==> config.mk <==
export PLATFORM = sky130hd
export DESIGN_NAME = logistic_map_oscillator_core
export DESIGN_NICKNAME = d
export VERILOG_FILES = /design/src/lmo_pkg.sv /design/src/lmo_mul.sv /design/src/lmo_div.sv /design/src/logistic_map_oscillator_core.sv
export SDC_FILE = /design/constraint.sdc
export NUM_CORES = 2
export LEC_CHECK = 0
export BUFFER_PORTS_ARGS = -buffer_cell sky130_fd_sc_hd__buf_2
export CORE_MARGIN = 4
export CORE_UTILIZATION = 50
export DETAILED_ROUTE_END_ITERATION = 10
export PLACE_DENSITY = 0.64
export SLEW_MARGIN = 5
export SYNTH_ARGS = -nofsm -noshare
export SYNTH_HDL_FRONTEND = slang
export SYNTH_SLANG_ARGS = --single-unit
==> constraint.sdc <==
create_clock -name i_clk -period 6.4 [get_ports i_clk]
set_clock_uncertainty 0.15 [all_clocks]
set_input_delay 1.28 -clock i_clk [delete_from_list [all_inputs] [get_ports i_clk]]
set_output_delay 1.28 -clock i_clk [all_outputs]
set_load 0.05 [all_outputs]
==> src/lmo_pkg.sv <==
// Shared types, constants and the exp2 fraction table of the logistic map oscillator.
// No dependencies; used by lmo_mul, lmo_div, the top level and the checker.
`default_nettype none

package lmo_pkg;

    // register indexes of the configuration port
    localparam logic [1:0] CFG_PITCH_OFFSET  = 2'd0;
    localparam logic [1:0] CFG_GROWTH_RATE   = 2'd1;
    localparam logic [1:0] CFG_SAMPLE_PERIOD = 2'd2;

    localparam int CFG_IDX_W  = 2;
    localparam int CFG_DATA_W = 23;
    localparam int CV_W       = 17;
    localparam int VOLTS_W    = 16;
    localparam int MAP_W      = 16;
    localparam int TIME_W     = 32;
    localparam int FRAC_W     = 12;
    localparam int IP_W       = 4;
    localparam int PHASE_W    = 16;

    // serial multiplier: 32 x 32 bits, one 8-bit digit of b per cycle
    localparam int MUL_W      = 32;
    localparam int MUL_DIGIT  = 8;
    localparam int MUL_STEPS  = MUL_W / MUL_DIGIT;
    localparam int MUL_CNT_W  = $clog2(MUL_STEPS + 1);

    localparam int DIV_CNT_W  = $clog2(PHASE_W + 1);

    localparam logic signed [17:0] PITCH_LIMIT = 18'sd24576;
    localparam logic [31:0] ONE_Q30        = 32'd1073741824;
    localparam logic [31:0] HALF_C4        = 32'd8208233;
    localparam logic [5:0]  HP_SHIFT_BASE  = 6'd36;
    localparam logic [15:0] VOLTS_OFFSET   = 16'd24576;
    localparam logic [15:0] MAP_RESET      = 16'd32768;
    localparam logic [15:0] GROWTH_RESET   = 16'd52429;
    localparam logic [22:0] PERIOD_RESET   = 23'd97391;
    localparam logic [16:0] PHASE_ONE      = 17'h10000;

    typedef struct packed {
        logic             start;
        logic [MUL_W-1:0] a;
        logic [MUL_W-1:0] b;
    } t_mul_req;

    typedef struct packed {
        logic              start;
        logic [TIME_W-1:0] num;
        logic [TIME_W-1:0] den;
    } t_div_req;

    // 2^(2^-(k+1)) in Q2.30
    function automatic logic [31:0] exp_tab(input logic [3:0] k);
        logic [31:0] v;
        unique case (k)
            4'd0:    v = 32'd1518500250;
            4'd1:    v = 32'd1276901417;
            4'd2:    v = 32'd1170923762;
            4'd3:    v = 32'd1121280436;
            4'd4:    v = 32'd1097253708;
            4'd5:    v = 32'd1085434106;
            4'd6:    v = 32'd1079572136;
            4'd7:    v = 32'd1076653033;
            4'd8:    v = 32'd1075196443;
            4'd9:    v = 32'd1074468887;
            4'd10:   v = 32'd1074105294;
            4'd11:   v = 32'd1073923544;
            4'd12:   v = 32'd1073832680;
            default: v = ONE_Q30;
        endcase
        return v;
    endfunction

endpackage

`default_nettype wire

==> src/lmo_mul.sv <==
// Digit-serial unsigned multiplier, 32 x 32 -> 64 bits, one 8-bit digit of b per cycle.
// Depends on lmo_pkg for widths and the request struct.
`default_nettype none

module lmo_mul (
    input  wire logic                        i_clk,
    input  wire logic                        i_rst_n,
    input  wire lmo_pkg::t_mul_req           i_req,
    output logic                             o_done,
    output logic [2*lmo_pkg::MUL_W-1:0]      o_prod
);

    localparam int W = lmo_pkg::MUL_W;
    localparam int D = lmo_pkg::MUL_DIGIT;

    logic [W-1:0]                  r_a;
    logic [2*W-1:0]                r_p;
    logic [lmo_pkg::MUL_CNT_W-1:0] r_cnt;
    logic                          r_done;

    logic [W+D-1:0] w_pp;
    logic [W+D-1:0] w_sum;

    assign w_pp  = (W+D)'(r_a) * (W+D)'(r_p[D-1:0]);
    assign w_sum = (W+D)'(r_p[2*W-1:W]) + w_pp;

    // low half holds the unused digits of b, high half the running sum
    always_ff @(posedge i_clk) begin
        if (!i_rst_n) begin
            r_cnt  <= '0;
            r_done <= 1'b0;
        end else if (i_req.start) begin
            r_a    <= i_req.a;
            r_p    <= {{W{1'b0}}, i_req.b};
            r_cnt  <= lmo_pkg::MUL_CNT_W'(lmo_pkg::MUL_STEPS);
            r_done <= 1'b0;
        end else if (r_cnt != '0) begin
            r_p    <= {w_sum, r_p[W-1:D]};
            r_cnt  <= r_cnt - 1'b1;
            r_done <= (r_cnt == lmo_pkg::MUL_CNT_W'(1));
        end else begin
            r_done <= 1'b0;
        end
    end

    assign o_done = r_done;
    assign o_prod = r_p;

endmodule

`default_nettype wire

==> src/lmo_div.sv <==
// Bit-serial restoring divider for the blend phase: (num << 16) / den with num < den.
// Depends on lmo_pkg for widths and the request struct.
`default_nettype none

module lmo_div (
    input  wire logic                          i_clk,
    input  wire logic                          i_rst_n,
    input  wire lmo_pkg::t_div_req             i_req,
    output logic                               o_done,
    output logic [lmo_pkg::PHASE_W-1:0]        o_quo
);

    localparam int W = lmo_pkg::TIME_W;
    localparam int Q = lmo_pkg::PHASE_W;

    logic [W-1:0]                  r_rem;
    logic [W-1:0]                  r_den;
    logic [Q-1:0]                  r_quo;
    logic [lmo_pkg::DIV_CNT_W-1:0] r_cnt;
    logic                          r_done;

    logic [W:0] w_sh;
    logic [W:0] w_diff;
    logic       w_ge;

    assign w_sh   = {r_rem, 1'b0};
    assign w_ge   = (w_sh >= {1'b0, r_den});
    assign w_diff = w_sh - {1'b0, r_den};

    always_ff @(posedge i_clk) begin
        if (!i_rst_n) begin
            r_cnt  <= '0;
            r_done <= 1'b0;
        end else if (i_req.start) begin
            r_rem  <= i_req.num;
            r_den  <= i_req.den;
            r_cnt  <= lmo_pkg::DIV_CNT_W'(Q);
            r_done <= 1'b0;
        end else if (r_cnt != '0) begin
            // remainder stays below den, so the low bits are enough
            r_rem  <= w_ge ? w_diff[W-1:0] : w_sh[W-1:0];
            r_quo  <= {r_quo[Q-2:0], w_ge};
            r_cnt  <= r_cnt - 1'b1;
            r_done <= (r_cnt == lmo_pkg::DIV_CNT_W'(1));
        end else begin
            r_done <= 1'b0;
        end
    end

    assign o_done = r_done;
    assign o_quo  = r_quo;

endmodule

`default_nettype wire

==> src/logistic_map_oscillator_core.sv <==
// Logistic map oscillator: sequencer, state and configuration registers.
// Depends on lmo_pkg, lmo_mul and lmo_div.
//
// Usage:
//   Input channel (i_in_valid / o_in_ready) takes one pitch control voltage per
//   audio sample; output channel (o_out_valid / i_out_ready) returns one beat per
//   input beat with the output voltage and a flag that the map advanced.
//   Configuration channel (i_cfg_valid / o_cfg_ready, always ready) writes
//   pitch offset, growth rate or sample period by index; unknown indexes drop.
//   Write configuration only while no sample is in flight.
// Timing:
//   One sample is processed at a time. Every product runs through one shared
//   multiplier: an issue step (dropped when issued at a hand-back), four 8-bit
//   digit steps and a hand-back. A sample needs 5 to 15 products depending on
//   the set bits of the pitch fraction and on whether the map steps, plus a
//   16-step bit-serial divide when the phase stays below one.
//   A new sample is accepted as soon as the sequencer is idle, even while the
//   previous result still waits in the output register; the sequencer holds
//   its finished result until the output register frees up.
// Reset: synchronous, active low. Registers return to their defaults, elapsed
//   time to zero, both map values to 0.5; no clearing pass is needed.
`default_nettype none

module logistic_map_oscillator_core #(
    parameter int EXP_TABLE_BITS = 8
) (
    input  wire logic                               i_clk,
    input  wire logic                               i_rst_n,
    input  wire logic                               i_in_valid,
    output logic                                    o_in_ready,
    input  wire logic [lmo_pkg::CV_W-1:0]           i_pitch_cv,
    output logic                                    o_out_valid,
    input  wire logic                               i_out_ready,
    output logic [lmo_pkg::VOLTS_W-1:0]             o_out_volts,
    output logic                                    o_map_stepped,
    input  wire logic                               i_cfg_valid,
    output logic                                    o_cfg_ready,
    input  wire logic [lmo_pkg::CFG_IDX_W-1:0]      i_cfg_index,
    input  wire logic [lmo_pkg::CFG_DATA_W-1:0]     i_cfg_data
);

    localparam int FW       = lmo_pkg::FRAC_W;
    localparam int EXP_LOOP = (EXP_TABLE_BITS < FW) ? EXP_TABLE_BITS : FW;
    localparam int RB       = FW - EXP_LOOP;
    localparam int KW       = $clog2(EXP_LOOP + 1);
    localparam logic [FW-1:0] REM_MASK  = FW'((1 << RB) - 1);
    localparam logic [31:0]   INT_SLOPE = lmo_pkg::exp_tab(4'(EXP_LOOP)) - lmo_pkg::ONE_Q30;

    typedef enum logic [4:0] {
        S_IDLE, S_EXP, S_EXP_WAIT, S_INT_ISSUE, S_INT_D, S_INT_ADD,
        S_HP_ISSUE, S_HP_WAIT, S_CMP, S_MAP_Q, S_MAP_X, S_PHASE,
        S_DIV_WAIT, S_BL_ISSUE, S_BL_A, S_BL_B, S_OUT
    } t_state;

    t_state r_state;

    // configuration
    logic [15:0] r_pitch_offset;
    logic [15:0] r_growth_rate;
    logic [22:0] r_sample_period;

    // oscillator state
    logic [31:0] r_elapsed;
    logic [15:0] r_prev;
    logic [15:0] r_cur;

    // per-sample work registers
    logic [lmo_pkg::IP_W-1:0] r_ip;
    logic [FW-1:0]            r_frac;
    logic [31:0]              r_m;
    logic [KW-1:0]            r_k;
    logic [31:0]              r_hp;
    logic [16:0]              r_l;
    logic [32:0]              r_acc;
    logic [15:0]              r_blend;
    logic                     r_stepped;

    // output register
    logic                           r_out_valid;
    logic [lmo_pkg::VOLTS_W-1:0]    r_out_volts;
    logic                           r_map_stepped;

    lmo_pkg::t_mul_req w_mul_req;
    lmo_pkg::t_div_req w_div_req;
    logic              w_mul_done;
    logic [63:0]       w_prod;
    logic              w_div_done;
    logic [15:0]       w_quo;

    lmo_mul u_mul (
        .i_clk   (i_clk),
        .i_rst_n (i_rst_n),
        .i_req   (w_mul_req),
        .o_done  (w_mul_done),
        .o_prod  (w_prod)
    );

    lmo_div u_div (
        .i_clk   (i_clk),
        .i_rst_n (i_rst_n),
        .i_req   (w_div_req),
        .o_done  (w_div_done),
        .o_quo   (w_quo)
    );

    // pitch sum, clamp and split into octave and fraction
    logic signed [17:0] w_pitch_sum;
    logic signed [17:0] w_pitch;
    logic        [17:0] w_u;
    logic        [32:0] w_time_sum;
    logic        [31:0] w_time_sat;

    assign w_pitch_sum = $signed({{2{r_pitch_offset[15]}}, r_pitch_offset})
                       + $signed({i_pitch_cv[16], i_pitch_cv});

    always_comb begin
        priority if (w_pitch_sum > lmo_pkg::PITCH_LIMIT) begin
            w_pitch = lmo_pkg::PITCH_LIMIT;
        end else if (w_pitch_sum < -lmo_pkg::PITCH_LIMIT) begin
            w_pitch = -lmo_pkg::PITCH_LIMIT;
        end else begin
            w_pitch = w_pitch_sum;
        end
    end

    assign w_u        = 18'(lmo_pkg::PITCH_LIMIT - w_pitch);
    assign w_time_sum = {1'b0, r_elapsed} + 33'(r_sample_period);
    assign w_time_sat = w_time_sum[32] ? 32'hFFFF_FFFF : w_time_sum[31:0];

    // exp2 fraction loop
    logic [3:0]  w_fidx;
    logic        w_fbit;
    logic [FW-1:0] w_rem;
    logic [63:0] w_int_sh;

    assign w_fidx   = 4'(FW - 1) - 4'(r_k);
    assign w_fbit   = r_frac[w_fidx];
    assign w_rem    = r_frac & REM_MASK;
    assign w_int_sh = w_prod >> RB;

    // half period = (HALF_C4 * m) >> (36 - octave)
    logic [5:0]  w_hp_sh;
    logic [63:0] w_hp_full;
    logic [31:0] w_hp;

    assign w_hp_sh   = lmo_pkg::HP_SHIFT_BASE - 6'(r_ip);
    assign w_hp_full = w_prod >> w_hp_sh;
    assign w_hp      = (w_hp_full[31:0] == '0) ? 32'd1 : w_hp_full[31:0];

    logic w_due;
    assign w_due = (r_elapsed >= r_hp);

    // map step result, saturated
    logic [15:0] w_nx;
    assign w_nx = (w_prod[31:30] != 2'b00) ? 16'hFFFF : w_prod[29:14];

    // blend and volts
    logic [33:0] w_blend_sum;
    logic [19:0] w_b10;
    logic [15:0] w_volts;

    assign w_blend_sum = {1'b0, r_acc} + 34'(w_prod[32:0]);
    assign w_b10       = 20'({r_blend, 3'b000}) + 20'({r_blend, 1'b0});
    assign w_volts     = w_b10[19:4] - lmo_pkg::VOLTS_OFFSET;

    // multiplier and divider requests
    always_comb begin
        w_mul_req = '0;
        w_div_req = '0;
        unique case (r_state)
            S_EXP: begin
                if (r_k != KW'(EXP_LOOP) && w_fbit) begin
                    w_mul_req.start = 1'b1;
                    w_mul_req.a     = r_m;
                    w_mul_req.b     = lmo_pkg::exp_tab(4'(r_k));
                end
            end
            S_INT_ISSUE: begin
                w_mul_req.start = 1'b1;
                w_mul_req.a     = r_m;
                w_mul_req.b     = INT_SLOPE;
            end
            S_INT_D: begin
                w_mul_req.start = w_mul_done;
                w_mul_req.a     = w_prod[61:30];
                w_mul_req.b     = 32'(w_rem);
            end
            S_HP_ISSUE: begin
                w_mul_req.start = 1'b1;
                w_mul_req.a     = r_m;
                w_mul_req.b     = lmo_pkg::HALF_C4;
            end
            S_CMP: begin
                w_mul_req.start = w_due;
                w_mul_req.a     = 32'(r_cur);
                w_mul_req.b     = 32'(lmo_pkg::PHASE_ONE - 17'(r_cur));
            end
            S_MAP_Q: begin
                w_mul_req.start = w_mul_done;
                w_mul_req.a     = 32'(r_growth_rate);
                w_mul_req.b     = 32'(w_prod[31:16]);
            end
            S_PHASE: begin
                w_div_req.start = !w_due;
                w_div_req.num   = r_elapsed;
                w_div_req.den   = r_hp;
            end
            S_BL_ISSUE: begin
                w_mul_req.start = 1'b1;
                w_mul_req.a     = 32'(r_prev);
                w_mul_req.b     = 32'(lmo_pkg::PHASE_ONE - r_l);
            end
            S_BL_A: begin
                w_mul_req.start = w_mul_done;
                w_mul_req.a     = 32'(r_cur);
                w_mul_req.b     = 32'(r_l);
            end
            default: begin
            end
        endcase
    end

    // configuration writes
    always_ff @(posedge i_clk) begin
        if (!i_rst_n) begin
            r_pitch_offset  <= '0;
            r_growth_rate   <= lmo_pkg::GROWTH_RESET;
            r_sample_period <= lmo_pkg::PERIOD_RESET;
        end else if (i_cfg_valid) begin
            unique case (i_cfg_index)
                lmo_pkg::CFG_PITCH_OFFSET:  r_pitch_offset  <= i_cfg_data[15:0];
                lmo_pkg::CFG_GROWTH_RATE:   r_growth_rate   <= i_cfg_data[15:0];
                lmo_pkg::CFG_SAMPLE_PERIOD: r_sample_period <= i_cfg_data;
                default: begin
                end
            endcase
        end
    end

    // sequencer
    always_ff @(posedge i_clk) begin
        if (!i_rst_n) begin
            r_state     <= S_IDLE;
            r_elapsed   <= '0;
            r_prev      <= lmo_pkg::MAP_RESET;
            r_cur       <= lmo_pkg::MAP_RESET;
            r_out_valid <= 1'b0;
        end else begin
            // S_OUT reloads the output register itself
            if (o_out_valid && i_out_ready && r_state != S_OUT) begin
                r_out_valid <= 1'b0;
            end
            unique case (r_state)
                S_IDLE: begin
                    if (i_in_valid) begin
                        r_ip      <= w_u[15:12];
                        r_frac    <= w_u[11:0];
                        r_m       <= lmo_pkg::ONE_Q30;
                        r_k       <= '0;
                        r_elapsed <= w_time_sat;
                        r_state   <= S_EXP;
                    end
                end
                S_EXP: begin
                    if (r_k == KW'(EXP_LOOP)) begin
                        r_state <= (RB > 0) ? S_INT_ISSUE : S_HP_ISSUE;
                    end else if (w_fbit) begin
                        r_state <= S_EXP_WAIT;
                    end else begin
                        r_k <= r_k + 1'b1;
                    end
                end
                S_EXP_WAIT: begin
                    if (w_mul_done) begin
                        r_m     <= w_prod[61:30];
                        r_k     <= r_k + 1'b1;
                        r_state <= S_EXP;
                    end
                end
                S_INT_ISSUE: begin
                    r_state <= S_INT_D;
                end
                S_INT_D: begin
                    if (w_mul_done) begin
                        r_state <= S_INT_ADD;
                    end
                end
                S_INT_ADD: begin
                    if (w_mul_done) begin
                        r_m     <= r_m + w_int_sh[31:0];
                        r_state <= S_HP_ISSUE;
                    end
                end
                S_HP_ISSUE: begin
                    r_state <= S_HP_WAIT;
                end
                S_HP_WAIT: begin
                    if (w_mul_done) begin
                        r_hp    <= w_hp;
                        r_state <= S_CMP;
                    end
                end
                S_CMP: begin
                    if (w_due) begin
                        r_elapsed <= r_elapsed - r_hp;
                        r_prev    <= r_cur;
                        r_stepped <= 1'b1;
                        r_state   <= S_MAP_Q;
                    end else begin
                        r_stepped <= 1'b0;
                        r_state   <= S_PHASE;
                    end
                end
                S_MAP_Q: begin
                    if (w_mul_done) begin
                        r_state <= S_MAP_X;
                    end
                end
                S_MAP_X: begin
                    if (w_mul_done) begin
                        r_cur   <= w_nx;
                        r_state <= S_PHASE;
                    end
                end
                S_PHASE: begin
                    // still past the half period: phase clamps to one
                    if (w_due) begin
                        r_l     <= lmo_pkg::PHASE_ONE;
                        r_state <= S_BL_ISSUE;
                    end else begin
                        r_state <= S_DIV_WAIT;
                    end
                end
                S_DIV_WAIT: begin
                    if (w_div_done) begin
                        r_l     <= {1'b0, w_quo};
                        r_state <= S_BL_ISSUE;
                    end
                end
                S_BL_ISSUE: begin
                    r_state <= S_BL_A;
                end
                S_BL_A: begin
                    if (w_mul_done) begin
                        r_acc   <= w_prod[32:0];
                        r_state <= S_BL_B;
                    end
                end
                S_BL_B: begin
                    if (w_mul_done) begin
                        r_blend <= w_blend_sum[31:16];
                        r_state <= S_OUT;
                    end
                end
                S_OUT: begin
                    // hold the result until the output register frees up
                    if (!r_out_valid || i_out_ready) begin
                        r_out_valid   <= 1'b1;
                        r_out_volts   <= w_volts;
                        r_map_stepped <= r_stepped;
                        r_state       <= S_IDLE;
                    end
                end
                default: begin
                    r_state <= S_IDLE;
                end
            endcase
        end
    end

    assign o_in_ready    = (r_state == S_IDLE);
    assign o_out_valid   = r_out_valid;
    assign o_out_volts   = r_out_volts;
    assign o_map_stepped = r_map_stepped;
    assign o_cfg_ready   = 1'b1;

endmodule

`default_nettype wire

==> impl_metrics.json <==
{
  "status": "finished clean",
  "fillers": 7490,
  "fin_tns_setup_ns": 0,
  "tightest_slew_ns": 1.11,
  "drtIter0Drc": 3757,
  "cts_buffers": 60,
  "finalHoldViolations": 0,
  "finalCritPeriodShare": 0.953,
  "clock_path_buffers": 3,
  "synth_top_family_by_area": "adder cells",
  "yosys.area_share.simple": 0.175,
  "syn_inst": 4620,
  "cts_sinks": 507,
  "async_reset_ff_frac": 0,
  "num_vias": 35143,
  "synth-adder-area-share": 0.181,
  "fp-row-count": 106,
  "ys_top_cells_by_count": "577 x nand2_1, 425 x inv_1, 343 x edfxtp_1",
  "htreeDepth": 2,
  "cap_viol_max_count": 0,
  "fin_nets": 5162,
  "cp.required_ns": 6.76,
  "postRouteAntennaNets": 0,
  "synth_compound_area_frac": 0.174,
  "synth_xor_area_frac": 0.0388,
  "grt_pass1_wl_um": 200000,
  "root_buffer": "clkbuf_16",
  "drc": 0,
  "critPathSlowestCell": "edfxtp_1",
  "gp_congestion": 0.963,
  "io_pins": 67,
  "area_growth_pct": 9.79,
  "synth_edf_count": 343,
  "setup_violations": 0,
  "ys_ff_latch": 507,
  "grt_pass1_vias": 33843,
  "netlist_area_um2": 42000,
  "vias_per_cell": 6.09,
  "max_freq_mhz": 164,
  "cts.clk_slew.worst_paths_ns": 0.07,
  "synth.largest_area_cell": "edfxtp_1",
  "critical_path_arrival_ns": 6.46,
  "period_needed_ns": 6.10,
  "clk_latency_ns": 0.69,
  "grt_max_degree": 82,
  "yosysMostFrequentCell": "nand2_1",
  "synth_area_per_cell_um2": 9.09,
  "synthFlopType": "edfxtp_1",
  "cp_top_family": "adder cells",
  "ys_seq_area_frac": 0.324,
  "fp.dieW_um": 298,
  "drive_gt1_frac": 0.0891,
  "cp-start-kind": "register",
  "muxShareOfSynthArea": 0.0472,
  "path_class": "register to register",
  "grtUsageTotal": 0.284,
  "initial_core_util": 0.503,
  "path_common_cell": "fa_1",
  "first_pass_iters": 5,
  "relSlewSlack": 0.257,
  "cts_tree": "yes",
  "seqCellArea_um2": 13600,
  "crit_fanout": 9,
  "yosysWarnings": 0,
  "slowest_delay_ns": 0.52,
  "synth_cell_types": 93,
  "overflow": 0,
  "avgRoutedWirePerCell_um": 22.3,
  "syn_nets": 5144,
  "path_cells": "buf_4, and2_1, fa_1, fa_1, inv_1, fa_1, fa_1, inv_1, ha_1, o21ai_0, a21boi_0, o211ai_1, o21ba_2, o21ai_1, a21oi_1, buf_4, o21ai_0, a21oi_1, or3_1, a21oi_1",
  "dieHeight_um": 298,
  "yosysTopAreaCellShare": 0.245,
  "dp_hpwl_um": 96500,
  "synth.area.top_cells": "edfxtp_1 25%, fa_1 10%, dfxtp_1 7.8%, ha_1 7.7%, nand2_1 5.2%",
  "worst-path-buf-inv": 4,
  "die_area_um2": 88700,
  "rsz0062_at_grt": "false",
  "io_buffers": 65,
  "hold_path_class": "register to register",
  "antenna_found_initial": 4,
  "drv_slew": 0,
  "core_um2": 83400,
  "finalWirelength_um": 129000,
  "endpoint_kind": "register",
  "multi_input_area_um2": 26000
}
## metal layers
layer	share of wire	wire (µm)	up-vias	GRT usage
li1	-	-	16430	-
met1	0.44	56300	16997	0.413
met2	0.44	56400	1473	0.436
met3	0.092	11900	243	0.0501
met4	0.032	4100	0	0.0854
met5	0	0	-	0
## worst register-to-register path, cell delays in order, from the launching register on
cell	delay, ns
edfxtp_1	0.52
buf_4	0.24
and2_1	0.17
fa_1	0.46
fa_1	0.52
inv_1	0.06
fa_1	0.49
fa_1	0.51
inv_1	0.05
ha_1	0.29
o21ai_0	0.11
a21boi_0	0.25
o211ai_1	0.23
o21ba_2	0.28
o21ai_1	0.31
a21oi_1	0.13
buf_4	0.18
o21ai_0	0.42
a21oi_1	0.15
or3_1	0.32
a21oi_1	0.14
## flip-flops by register name, indices dropped and copies added, names as in the netlist, 3 cells and up, named ones only
register,cells
o_out_volts,16
r_acc,32
r_blend,16
r_cur,16
r_elapsed,32
r_frac,12
r_growth_rate,16
r_hp,32
r_ip,4
r_k,4
r_l,17
r_m,32
r_pitch_offset,16
r_prev,16
r_sample_period,23
r_state,5
u_div.o_quo,16
u_div.r_cnt,5
u_div.r_den,32
u_div.r_rem,32
u_mul.o_prod,64
u_mul.r_a,32
u_mul.r_cnt,3
## per-stage QoR
| stage | cell area (µm²) | hold slack (ns) | setup slack, ns | util | instances |
|---|---|---|---|---|---|
| after detailed placement | 43800 | 0.263 | 0.240 | 0.525 | 5653 |
| final | 46100 | 0.268 | 0.299 | 0.553 | 5771 |
| after global routing | 46100 | 0.285 | 0.0301 | 0.552 | 5770 |
| after global placement | 43800 | 0.256 | 0.310 | 0.525 | 5653 |
| after floorplan | 42000 | 0.250 | 0.650 | - | 4620 |
| after CTS | 46100 | 0.270 | 0.213 | 0.552 | 5767 |
## worst paths after layout
path | from | endpoint | slack [ns] | depth (start not counted)
max | u_mul.o_prod[1] | u_mul.o_prod[62] | 0.30 | 20
min | r_stepped | o_map_stepped | 0.27 | 0
max reg2reg | u_mul.o_prod[1] | u_mul.o_prod[62] | 0.30 | 20
min reg2reg | r_stepped | o_map_stepped | 0.27 | 0
## cell type report
cell class	instances	area share
Clock inverter	44	0.0124
Multi-Input combinational cell	3459	0.565
Timing Repair Buffer	182	0.0276
Clock buffer	70	0.0363
Antenna cell	1	0.0000543
Tap cell	1080	0.0293
Inverter	428	0.0349
Sequential cell	507	0.295
## cell families after synthesis
logic type / count (synthesis)
AO/OA/AOI/OAI: 1095
other: 1
XOR/XNOR: 186
multiplexers: 145
AND/OR/NAND/NOR: 1555
flip-flops: 507
adder cells (fa/ha/maj): 477
buffers and inverters: 654
## cells in the final DEF, fill, tap and decap left out, types with 37 or more instances in the layout
cell type	synthesis	final
nand2_1	577	577
inv_1	425	424
edfxtp_1	343	343
a21oi_1	325	324
nor2_1	306	299
ha_1	259	258
fa_1	218	218
and2_1	180	180
o21ai_0	176	175
dfxtp_1	164	164
xnor2_1	130	128
buf_4	4	110
nand3_1	107	107
nor3_1	110	106
mux2i_1	93	93
a21o_1	92	92
clkbuf_16	0	65
buf_2	31	65
xor2_1	56	55
a22o_1	49	49
a31oi_1	47	46
o21a_1	44	44
and3_1	44	44
mux4_2	41	41
a211oi_1	40	40
nand2b_1	38	37
## timing repair
action                                  in CTS  in global routing
hold buffers                                 0                  0
buffers inserted                             0                  3
endpoints found under the setup margin       0                  5
resized for setup                            0                  4
Power is left out: the tool's default activity adds up to more than one toggle a clock period on the data nets, which glitch-free logic cannot reach.
